**src/design/rdd_pkg.sv**
```systemverilog
package rdd_pkg;

  // Field widths fixed by the item format
  localparam int UNIT_W     = 16;
  localparam int IDX_W      = 3;
  localparam int MASK_W     = 8;
  localparam int CNT_W      = 4;
  localparam int CLASS_MAX  = 3;
  localparam int SLOT_LIMIT = 8;

  // Parameter defaults
  localparam int NUM_PROCESSES_DEF    = 8;
  localparam int RESOURCE_CLASSES_DEF = 3;

  // Configuration port
  localparam int APB_DATA_W = 32;
  localparam int APB_ADDR_W = 3;
  localparam logic [CNT_W-1:0] COUNT_RESET = 4'd5;
  localparam logic [0:0] REG_PROCESS_COUNT = 1'b0;

  // Result kinds
  localparam logic KIND_RELEASE = 1'b0;
  localparam logic KIND_VERDICT = 1'b1;

  typedef enum logic [1:0] {
    CMD_LOAD_AVAIL = 2'd0,
    CMD_LOAD_ROW   = 2'd1,
    CMD_RUN        = 2'd2
  } cmd_code_t;

  typedef enum logic [1:0] {
    ST_IDLE,
    ST_SCAN,
    ST_EMIT
  } state_t;

  // Controller to datapath
  typedef struct packed {
    logic load_avail;
    logic load_row;
    logic scan;
    logic emit;
  } rdd_cmd_t;

  // Datapath to controller
  typedef struct packed {
    logic found;
    logic out_full;
  } rdd_status_t;

  typedef logic [CLASS_MAX-1:0][UNIT_W-1:0] vec_t;

  // Number of slots that can ever take part in a run
  function automatic int slot_count(input int n);
    return (n < SLOT_LIMIT) ? n : SLOT_LIMIT;
  endfunction

endpackage

```
**src/design/resource_deadlock_detector.sv**
```systemverilog
// Resource deadlock detector.
// Input channel (in_valid/in_ready) takes one command item: load the
// available vector, load one process slot's allocation and request rows
// (which also clears its finished mark), or run detection.
// Output channel (out_valid/out_ready) delivers results of a run: one
// release item per freed slot (kind 0, slot index, free vector after it),
// then one verdict (kind 1, last 1) with the mask of unfinished slots.
// Loads are written as they are accepted. A run alternates a scan step and
// an emit step for each result; its first result is registered by the emit
// step that follows the first scan. The scan checks all slots at once; the
// emit step adds back the selected allocation.
// The result register decouples the two sides: new items are taken while
// the verdict waits. When the receiver stalls, the run pauses in its emit
// step until the result register frees up.
// process_count lies at APB address 0; counts above the slot limit saturate.
// Synchronous reset clears the available vector and all slot valid and
// finished marks (row tables keep their contents), and sets process_count to 5.
module resource_deadlock_detector
  import rdd_pkg::*;
#(
  parameter int NUM_PROCESSES    = NUM_PROCESSES_DEF,
  parameter int RESOURCE_CLASSES = RESOURCE_CLASSES_DEF
) (
  input  logic                  clk,
  input  logic                  rst,
  input  logic                  psel,
  input  logic                  penable,
  input  logic                  pwrite,
  input  logic [APB_ADDR_W-1:0] paddr,
  input  logic [APB_DATA_W-1:0] pwdata,
  output logic [APB_DATA_W-1:0] prdata,
  output logic                  pready,
  input  logic                  in_valid,
  output logic                  in_ready,
  input  logic [1:0]            command,
  input  logic [IDX_W-1:0]      process_index,
  input  logic [UNIT_W-1:0]     avail_0,
  input  logic [UNIT_W-1:0]     avail_1,
  input  logic [UNIT_W-1:0]     avail_2,
  input  logic [UNIT_W-1:0]     alloc_0,
  input  logic [UNIT_W-1:0]     alloc_1,
  input  logic [UNIT_W-1:0]     alloc_2,
  input  logic [UNIT_W-1:0]     request_0,
  input  logic [UNIT_W-1:0]     request_1,
  input  logic [UNIT_W-1:0]     request_2,
  output logic                  out_valid,
  input  logic                  out_ready,
  output logic                  kind,
  output logic [IDX_W-1:0]      released_process,
  output logic [MASK_W-1:0]     deadlocked_mask,
  output logic [UNIT_W-1:0]     free_0,
  output logic [UNIT_W-1:0]     free_1,
  output logic [UNIT_W-1:0]     free_2,
  output logic                  last
);

  localparam int SLOTS = slot_count(NUM_PROCESSES);

  logic [CNT_W-1:0] process_count;
  logic [CNT_W-1:0] count_eff;
  logic             reg_sel;
  rdd_cmd_t         cmd;
  rdd_status_t      status;
  vec_t             free_vec;

  // Register access
  assign pready  = 1'b1;
  assign reg_sel = paddr[APB_ADDR_W-1:2] == REG_PROCESS_COUNT;
  assign prdata  = reg_sel ? APB_DATA_W'(process_count) : '0;

  always_ff @(posedge clk) begin
    if (rst) begin
      process_count <= COUNT_RESET;
    end else if (psel && penable && pwrite && pready && reg_sel) begin
      process_count <= pwdata[CNT_W-1:0];
    end
  end

  // Clamp the count to the available slots
  assign count_eff = (process_count > CNT_W'(SLOTS)) ? CNT_W'(SLOTS) : process_count;

  assign free_0 = free_vec[0];
  assign free_1 = free_vec[1];
  assign free_2 = free_vec[2];

  rdd_ctrl u_ctrl (
    .clk       (clk),
    .rst       (rst),
    .in_valid  (in_valid),
    .in_ready  (in_ready),
    .command   (command),
    .out_ready (out_ready),
    .status    (status),
    .cmd       (cmd)
  );

  rdd_dpath #(
    .NUM_PROCESSES    (NUM_PROCESSES),
    .RESOURCE_CLASSES (RESOURCE_CLASSES)
  ) u_dpath (
    .clk              (clk),
    .rst              (rst),
    .cmd              (cmd),
    .status           (status),
    .count_eff        (count_eff),
    .process_index    (process_index),
    .avail_in         ({avail_2, avail_1, avail_0}),
    .alloc_in         ({alloc_2, alloc_1, alloc_0}),
    .request_in       ({request_2, request_1, request_0}),
    .out_ready        (out_ready),
    .out_valid        (out_valid),
    .kind             (kind),
    .released_process (released_process),
    .deadlocked_mask  (deadlocked_mask),
    .free_out         (free_vec),
    .last             (last)
  );

endmodule

```
**src/design/rdd_ctrl.sv**
```systemverilog
module rdd_ctrl
  import rdd_pkg::*;
(
  input  logic              clk,
  input  logic              rst,
  input  logic              in_valid,
  output logic              in_ready,
  input  logic [1:0]        command,
  input  logic              out_ready,
  input  rdd_status_t       status,
  output rdd_cmd_t          cmd
);

  state_t state, state_next;
  logic   out_free;

  assign out_free = !status.out_full || out_ready;

  // Hold the state
  always_ff @(posedge clk) begin
    if (rst) begin
      state <= ST_IDLE;
    end else begin
      state <= state_next;
    end
  end

  // Decode items and sequence the scan and emit steps of a run
  always_comb begin
    state_next = state;
    cmd        = '0;
    in_ready   = 1'b0;
    case (state)
      ST_IDLE: begin
        in_ready = 1'b1;
        if (in_valid) begin
          case (command)
            CMD_LOAD_AVAIL: cmd.load_avail = 1'b1;
            CMD_LOAD_ROW:   cmd.load_row = 1'b1;
            CMD_RUN:        state_next = ST_SCAN;
            default:        state_next = ST_IDLE;
          endcase
        end
      end
      ST_SCAN: begin
        cmd.scan   = 1'b1;
        state_next = ST_EMIT;
      end
      ST_EMIT: begin
        if (out_free) begin
          cmd.emit   = 1'b1;
          state_next = status.found ? ST_SCAN : ST_IDLE;
        end
      end
      default: state_next = ST_IDLE;
    endcase
  end

endmodule

```
**src/design/rdd_dpath.sv**
```systemverilog
module rdd_dpath
  import rdd_pkg::*;
#(
  parameter int NUM_PROCESSES    = NUM_PROCESSES_DEF,
  parameter int RESOURCE_CLASSES = RESOURCE_CLASSES_DEF
) (
  input  logic              clk,
  input  logic              rst,
  input  rdd_cmd_t          cmd,
  output rdd_status_t       status,
  input  logic [CNT_W-1:0]  count_eff,
  input  logic [IDX_W-1:0]  process_index,
  input  vec_t              avail_in,
  input  vec_t              alloc_in,
  input  vec_t              request_in,
  input  logic              out_ready,
  output logic              out_valid,
  output logic              kind,
  output logic [IDX_W-1:0]  released_process,
  output logic [MASK_W-1:0] deadlocked_mask,
  output vec_t              free_out,
  output logic              last
);

  localparam int SLOTS = slot_count(NUM_PROCESSES);
  localparam int SW    = (SLOTS > 1) ? $clog2(SLOTS) : 1;

  logic [UNIT_W-1:0] avail     [RESOURCE_CLASSES];
  logic [UNIT_W-1:0] alloc_tab [SLOTS][RESOURCE_CLASSES];
  logic [UNIT_W-1:0] req_tab   [SLOTS][RESOURCE_CLASSES];
  logic [UNIT_W:0]   sum       [RESOURCE_CLASSES];
  logic [UNIT_W-1:0] avail_rel [RESOURCE_CLASSES];
  logic [SLOTS-1:0]  row_valid;
  logic [SLOTS-1:0]  finished;
  logic [SLOTS-1:0]  active;
  logic [SLOTS-1:0]  fit;
  logic              fit_any;
  logic [SW-1:0]     fit_idx;
  logic              found;
  logic [SW-1:0]     sel;
  logic              row_ok;
  logic [SW-1:0]     row_idx;

  assign status.found    = found;
  assign status.out_full = out_valid;

  assign row_ok  = {1'b0, process_index} < CNT_W'(SLOTS);
  assign row_idx = process_index[SW-1:0];

  // Check every slot against the available vector in parallel
  always_comb begin
    for (int p = 0; p < SLOTS; p++) begin
      active[p] = count_eff > CNT_W'(p);
      fit[p]    = active[p] && !finished[p];
      for (int k = 0; k < RESOURCE_CLASSES; k++) begin
        if (row_valid[p] && (req_tab[p][k] > avail[k])) begin
          fit[p] = 1'b0;
        end
      end
    end
  end

  // Pick the lowest-numbered qualifying slot
  always_comb begin
    fit_any = |fit;
    fit_idx = '0;
    for (int p = SLOTS - 1; p >= 0; p--) begin
      if (fit[p]) begin
        fit_idx = SW'(p);
      end
    end
  end

  // Return the released slot's allocation, saturating
  always_comb begin
    for (int k = 0; k < RESOURCE_CLASSES; k++) begin
      sum[k] = {1'b0, avail[k]}
             + {1'b0, (row_valid[sel] ? alloc_tab[sel][k] : {UNIT_W{1'b0}})};
      avail_rel[k] = sum[k][UNIT_W] ? {UNIT_W{1'b1}} : sum[k][UNIT_W-1:0];
    end
  end

  // Control state: available vector, marks, scan result, output valid
  always_ff @(posedge clk) begin
    if (rst) begin
      for (int k = 0; k < RESOURCE_CLASSES; k++) begin
        avail[k] <= '0;
      end
      row_valid <= '0;
      finished  <= '0;
      found     <= 1'b0;
      sel       <= '0;
      out_valid <= 1'b0;
    end else begin
      if (cmd.load_avail) begin
        for (int k = 0; k < RESOURCE_CLASSES; k++) begin
          avail[k] <= avail_in[k];
        end
      end
      if (cmd.load_row && row_ok) begin
        row_valid[row_idx] <= 1'b1;
        finished[row_idx]  <= 1'b0;
      end
      if (cmd.scan) begin
        found <= fit_any;
        sel   <= fit_idx;
      end
      if (cmd.emit && found) begin
        for (int k = 0; k < RESOURCE_CLASSES; k++) begin
          avail[k] <= avail_rel[k];
        end
        finished[sel] <= 1'b1;
      end
      if (cmd.emit) begin
        out_valid <= 1'b1;
      end else if (out_ready) begin
        out_valid <= 1'b0;
      end
    end
  end

  // Write one slot's rows
  always_ff @(posedge clk) begin
    if (cmd.load_row && row_ok) begin
      for (int k = 0; k < RESOURCE_CLASSES; k++) begin
        alloc_tab[row_idx][k] <= alloc_in[k];
        req_tab[row_idx][k]   <= request_in[k];
      end
    end
  end

  // Load the result register; unused classes read as zero
  always_ff @(posedge clk) begin
    if (cmd.emit) begin
      kind             <= found ? KIND_RELEASE : KIND_VERDICT;
      last             <= found ? KIND_RELEASE : KIND_VERDICT;
      released_process <= found ? IDX_W'(sel) : '0;
      deadlocked_mask  <= found ? '0 : MASK_W'(active & ~finished);
      for (int k = 0; k < CLASS_MAX; k++) begin
        if (k < RESOURCE_CLASSES) begin
          free_out[k] <= found ? avail_rel[k] : avail[k];
        end else begin
          free_out[k] <= '0;
        end
      end
    end
  end

endmodule

```
**config.mk**
```make
export PLATFORM = sky130hd
export DESIGN_NAME = resource_deadlock_detector
export DESIGN_NICKNAME = d
export VERILOG_FILES = /design/src/design/rdd_pkg.sv /design/src/design/resource_deadlock_detector.sv /design/src/design/rdd_ctrl.sv /design/src/design/rdd_dpath.sv
export SDC_FILE = /design/constraint.sdc
export NUM_CORES = 1
export LEC_CHECK = 0
export BUFFER_PORTS_ARGS = -buffer_cell sky130_fd_sc_hd__clkbuf_2
export CAP_MARGIN = 25
export CORE_UTILIZATION = 25
export DETAILED_ROUTE_END_ITERATION = 10
export GPL_TIMING_DRIVEN = 1
export PLACE_DENSITY_LB_ADDON = 0.1
export SLEW_MARGIN = 20
export SYNTH_ARGS = -nofsm -noshare
export SYNTH_HDL_FRONTEND = slang
export SYNTH_HIERARCHICAL = 1
export SYNTH_SLANG_ARGS = --single-unit
```
**constraint.sdc**
```tcl
create_clock -name clk -period 11.85 [get_ports clk]
set_clock_uncertainty 0.2 [all_clocks]
set_input_delay 2.37 -clock clk [delete_from_list [all_inputs] [get_ports clk]]
set_output_delay 2.37 -clock clk [all_outputs]
set_load 0.05 [all_outputs]
```
# ---- Yosys cells after proc, flatten, opt, wreduce, memory -nomap -nowiden
# Memories as Yosys holds them, arrays and structs flattened. A register that Yosys moved wholly into a read port is not among the register bits.
# Cells that the tools add are included.
dict set report op_classes {
  n_addsub 3
  order_cmp 37
  eq_ne 7
  n_mux 86
  n_bitwise 13
  n_reduce_logical 54
}
# op n
set op_table {}
lappend op_table {{greater-than comparator 16 bit} 24}
lappend op_table {{two-way mux 16 bit} 15}
lappend op_table {{adder 16 x 16 -> 17 bit} 3}
lappend op_table {{two-way mux 1 bit} 47}
lappend op_table {{logical AND 1 bit} 38}
lappend op_table {{two-way mux 3 bit} 10}
lappend op_table {{two-way mux 8 bit} 3}
lappend op_table {{AND 8 bit} 2}
lappend op_table {{greater-than comparator 4 x 3 -> 1 bit (second input constant)} 4}
lappend op_table {{inverter 8 bit} 2}
lappend op_table {{OR 8 bit} 2}
lappend op_table {{zero test 1 bit} 9}
lappend op_table {{greater-than comparator 4 x 1 -> 1 bit (second input constant)} 2}
lappend op_table {{greater-than comparator 4 x 2 -> 1 bit (second input constant)} 2}
lappend op_table {{< comparator 3 x 4 -> 1 bit (second input constant)} 2}
lappend op_table {{two-way mux 2 bit} 4}
lappend op_table {{two-way mux 4 bit} 2}
lappend op_table {{OR reduction 8 bit} 1}
lappend op_table {{demux 1 bit (select 3 bit)} 2}
lappend op_table {{>= comparator 3 x 1 -> 1 bit (second input constant)} 2}
lappend op_table {{OR 1 bit} 6}
lappend op_table {{case mux 2 bit (3 select lines)} 1}
lappend op_table {{equality test 2 x 1 -> 1 bit (second input constant)} 2}
lappend op_table {{equality test 2 bit (second input constant)} 2}
lappend op_table {{other kinds (11)} 13}
dict set report totals {
  ff_bits 87
  ramBits 816
  input_bits 191
  out_inout_bits 96
  wordCells 216
  n_memories 3
}
# memory words word_bits rd rd_ports_with_merged_regs write_ports line_no
set mem_list {}
lappend mem_list {u_dpath.alloc_tab 8 48 1 1 1 rdd_dpath.sv:29} ;# logic [UNIT_W-1:0] alloc_tab [SLOTS][RESOURCE_CLASSES];
lappend mem_list {u_dpath.req_tab 8 48 8 0 1 rdd_dpath.sv:30} ;# logic [UNIT_W-1:0] req_tab [SLOTS][RESOURCE_CLASSES];
lappend mem_list {u_dpath.avail 3 16 3 0 3 rdd_dpath.sv:28} ;# logic [UNIT_W-1:0] avail [RESOURCE_CLASSES];

# ---- Depth between registers and ports, before layout
dict set report logic_depth {
  depth_word 17
  depth_mapped 19
  mapped_depth_nobuf 15
}

# ---- By module
# The synthesis kept the hierarchy.
# mod n_inst cells_per_inst area_each_um2
set by_module_without_submodules {}
lappend by_module_without_submodules {rdd_dpath 1 2833 42140.4}
lappend by_module_without_submodules {resource_deadlock_detector 1 57 464.2}
lappend by_module_without_submodules {rdd_ctrl 1 16 126.4}

# ---- Least setup slack after synthesis
# Ideal clock, no wire load.
dict set report synth_timing {
  path_kind {input to register}
  start {input in_valid}
  end {register u_dpath.finished[1]}
  setup_ns 0.132
  arrival_ns 9.972
  slack_ns 1.546
  stages 6
  path_cell_list {nand2_1 nor3b_1 nand2_1 nor3_1 nand2b_1 a21oi_1}
}
# element line_no
set synth_lines {}
lappend synth_lines {{start, declared} resource_deadlock_detector.sv:33} ;# input logic in_valid,
lappend synth_lines {{end signal, assigned} rdd_dpath.sv:90} ;# finished <= '0;
lappend synth_lines {{end signal, assigned by index} rdd_dpath.sv:102} ;# finished[row_idx] <= 1'b0;
lappend synth_lines {{end signal, assigned by index} rdd_dpath.sv:112} ;# finished[sel] <= 1'b1;
lappend synth_lines {{end, declared} rdd_dpath.sv:34} ;# logic [SLOTS-1:0] finished;

==> flow_metrics.py <==
metrics = {
    "run_status": {
        "status": "complete, no violations",
    },
    "floorplanning": {
        "die_height_um": 415.4,
        "start_util_pct": 25.21,
        "die_w_um": 415.4,
        "core_sq_um": 169500,
        "die-area_sq_um": 172600,
        "ioPinCount": 287,
        "rows": 151,
    },
    "place": {
        "place_congestion": 0.7847,
        "port_buffers": 227,
        "dp_hpwl_mm": 90.77,
        "placedCellCount": 5318,
        "pre_cts_slack_ns": 5.772,
    },
    "timing": {
        "finalSetupViolCount": 0,
        "fin_tns_setup_ns": 0,
        "rsz0062_at_grt": "false",
        "relSlewSlack_pct": 29.11,
        "tightestPinTransition_ns": 1.054,
        "fmax_mhz": 175.0,
        "hold-worst-slack_ns": 0.2716,
        "maxSlewViolCount": 0,
        "hold_viol_final": 0,
        "setup_slack_ns": 6.137,
        "timing.final.crit_period_ns": 5.713,
        "period_share_pct": 48.21,
    },
    "clocking": {
        "cts.path.max_buffers": 3,
        "cts.clk_slew.worst_paths_ns": 0.06,
        "ctsRootBufferMaster": "clkbuf_16",
        "h-tree-depth": 3,
        "numCtsBuffers": 104,
        "cts_sinks": 906,
        "cts_resized": 0,
        "postCtsSetupBuffers": 0,
        "postCtsHoldBufs": 0,
        "insertion_delay_ns": 0.71,
        "tritoncts": "yes",
    },
    "critical_path": {
        "cp-start-kind": "register",
        "worst_ep_required_time_ns": 12.16,
        "critPathKind": "reg2reg",
        "end_kind": "register",
        "arrival_ns": 6.02,
        "r2r_cells": 16,
        "worst-path-max-fanout": 54,
    },
    "pwr": {
        "clockPowerShare_pct": 43.7,
        "intPower_w": 0.005429,
        "leakagePower_nw": 17.68,
        "p_sw_share_pct": 23.38,
        "seqPwrFrac_pct": 50.4,
        "combinationalPowerShare_pct": 5.8,
        "p_sw_w": 0.001656,
        "ir_drop_uv": 109.1,
        "power.density_nw_per_um2": 142.0,
    },
    "logic_synthesis": {
        "synth.area.top_cells": "edfxtp_1 62%, ha_1 13%, mux4_2 5.2%",
        "synth.distinct_cells": 81,
        "synth_seq_cells": 906,
        "syn_inst": 2906,
        "synth_top_cell_by_area": "edfxtp_1",
        "synth_ff_type": "edfxtp_1",
        "yosys_warnings": 6,
        "synth_top_area_share_pct": 61.56,
        "netlist_area_sq_um": 42730,
        "syn_avg_cell_area_sq_um": 14.70,
        "synthArstFlopShare_pct": 0,
        "synth_edf_count": 876,
        "ys_seq_area_share_pct": 62.97,
    },
    "detailed_routing": {
        "first_pass_iters": 5,
        "wl_met1_mm": 60.42,
        "wl_met2_mm": 61.71,
        "maxUsedRoutingLayer": "met5",
        "drt-total-wl_mm": 131.3,
        "via_count": 25040,
        "antenna_left": 0,
        "drt_iter0_drc": 1537,
        "drt-vias-per-instance": 4.540,
        "routed-wl-met3_mm": 5.006,
        "wire_per_inst_um": 23.81,
        "drc": 0,
    },
    "global_route": {
        "grt_pass1_vias": 25420,
        "overflow": 0,
        "grt_antenna_before_repair": 28,
        "grt_max_degree": 59,
        "grt_first_pass_wirelength_mm": 186.9,
        "grt.total_usage_pct": 15.08,
    },
    "layout": {
        "final_common_cell": "edfxtp_1",
        "nets": 3832,
        "final_cell_mix": "876 x edfxtp_1, 432 x ha_1, 227 x clkbuf_2",
        "fin_cells": 5514,
        "areaGrowthSynthToFinish_pct": 16.74,
        "drive_above_1_share_pct": 16.91,
        "final_util_pct": 29.44,
    },
    "run": {
        "maxCapViolCount": 0,
    },
    "hold_path": {
        "hold_path_depth": 2,
        "min_from": "u_dpath/finished[1]$_SDFF_PP0_",
        "hold_class": "reg2reg",
    },
}
area by class of cell:
cell class | instances | area [sq um]
sequential | 906 | 26920
fill | 16950 | 119600
clock buffer | 133 | 2733
timing repair buffer | 263 | 1439
tap | 2218 | 2775
inverter | 103 | 386.6
clock inverter | 60 | 493.0
multi-input combinational | 1828 | 15130
antenna | 3 | 7.507
synth_stat cells, types with 5 or more instances:
library cell  instances
a211oi_1             15
mux2i_1              54
buf_4                34
a211o_1               6
and2_1               12
o21ai_0              54
nand4_1              77
inv_1               103
o21ai_2               5
a21boi_0             11
buf_2                 9
nor4_1                8
xnor2_1              27
buf_1                 7
nor2b_1              37
o31a_1                7
nand2b_1             22
a31oi_1              12
nand3_1              55
nand2_1             138
nor3_1               32
edfxtp_1            876
a21o_1               57
a221o_1              10
a221oi_1              5
or3_1                14
xor2_1                6
a21oi_1             212
o21a_1                8
ha_1                432
mux4_2               98
nor2_1              226
dfxtp_1              30
o21ai_1              50
o211ai_1             16
clkbuf_1             45
o31ai_1               6
nor2_2                9
power by group through the flow:
stage / clock network [W] / registers (W) / logic, W
2_1_floorplan: 0 / 0.00364 / 0.000232
3_3_place_gp: 0 / 0.00364 / 0.000424
3_5_place_dp: 0 / 0.00364 / 0.000423
4_1_cts: 0.00322 / 0.00357 / 0.000426
5_1_grt: 0.00332 / 0.00357 / 0.000464
6_report: 0.00310 / 0.00357 / 0.000413
worst max-delay path, stage by stage, from the launching register on:
cell	delay [ns]
dfxtp_4	0.79
buf_4	0.78
mux4_2	0.36
mux2i_1	0.08
nor2_1	0.37
ha_1	0.28
inv_1	0.06
fa_1	0.41
nor2b_1	0.20
o31ai_2	0.13
a211oi_2	0.34
o31ai_4	0.14
o21ai_2	0.21
a21o_1	0.18
a21o_1	0.56
nor2_1	0.13
a21oi_1	0.29
per-stage QoR:
step / instance area [sq um] / total power (W)
after floorplan: 42830 / 0.003868
after global placement: 46600 / 0.004065
after detailed placement: 46650 / 0.004064
after CTS: 49880 / 0.007217
after global routing: 49880 / 0.007355
final: 49880 / 0.007085
flip-flops by register name (all words and copies together) (netlist names), 2 cells and up, named ones only:
| register | flops |
|---|---|
| process_count | 4 |
| u_dpath/req_tab | 384 |
| u_dpath/alloc_tab | 384 |
| u_dpath/released_process | 3 |
| u_dpath/avail | 48 |
| u_dpath/sel | 3 |
| u_ctrl/state | 2 |
| u_dpath/finished | 8 |
| u_dpath/free_out | 48 |
| u_dpath/row_valid | 8 |
| u_dpath/deadlocked_mask | 8 |
per-layer routing:
layer  GRT usage, %  vias up
li1               -    11900
met1          20.08    12550
met2          24.65      373
met3          2.543      182
met4          5.185       26
met5              0        -
cell families (layout without fill, tap and decap cells):
family	Yosys count	after routing	share of synthesized area, %
AOI/OAI and AO/OA	526	526	7.765
xor gates and xnor gates	33	33	0.6764
adders and majority gates	435	435	12.79
buffers and inverters	199	559	2.091
DFF	906	906	62.97
muxes	154	154	6.483
other	2	32	0.01758
and+or+nand+nor	651	651	7.212
path summary, 6_finish.rpt:
path | end | slack [ns]
worst min register to register | u_dpath/finished[1]$_SDFF_PP0_ | 0.27
worst max-delay path | u_dpath/free_out[29]$_DFFE_PP_ | 6.14
worst max register to register | u_dpath/free_out[29]$_DFFE_PP_ | 6.14
worst min-delay path | u_dpath/finished[1]$_SDFF_PP0_ | 0.27
No activity file was read; power rests on OpenSTA's default activity.
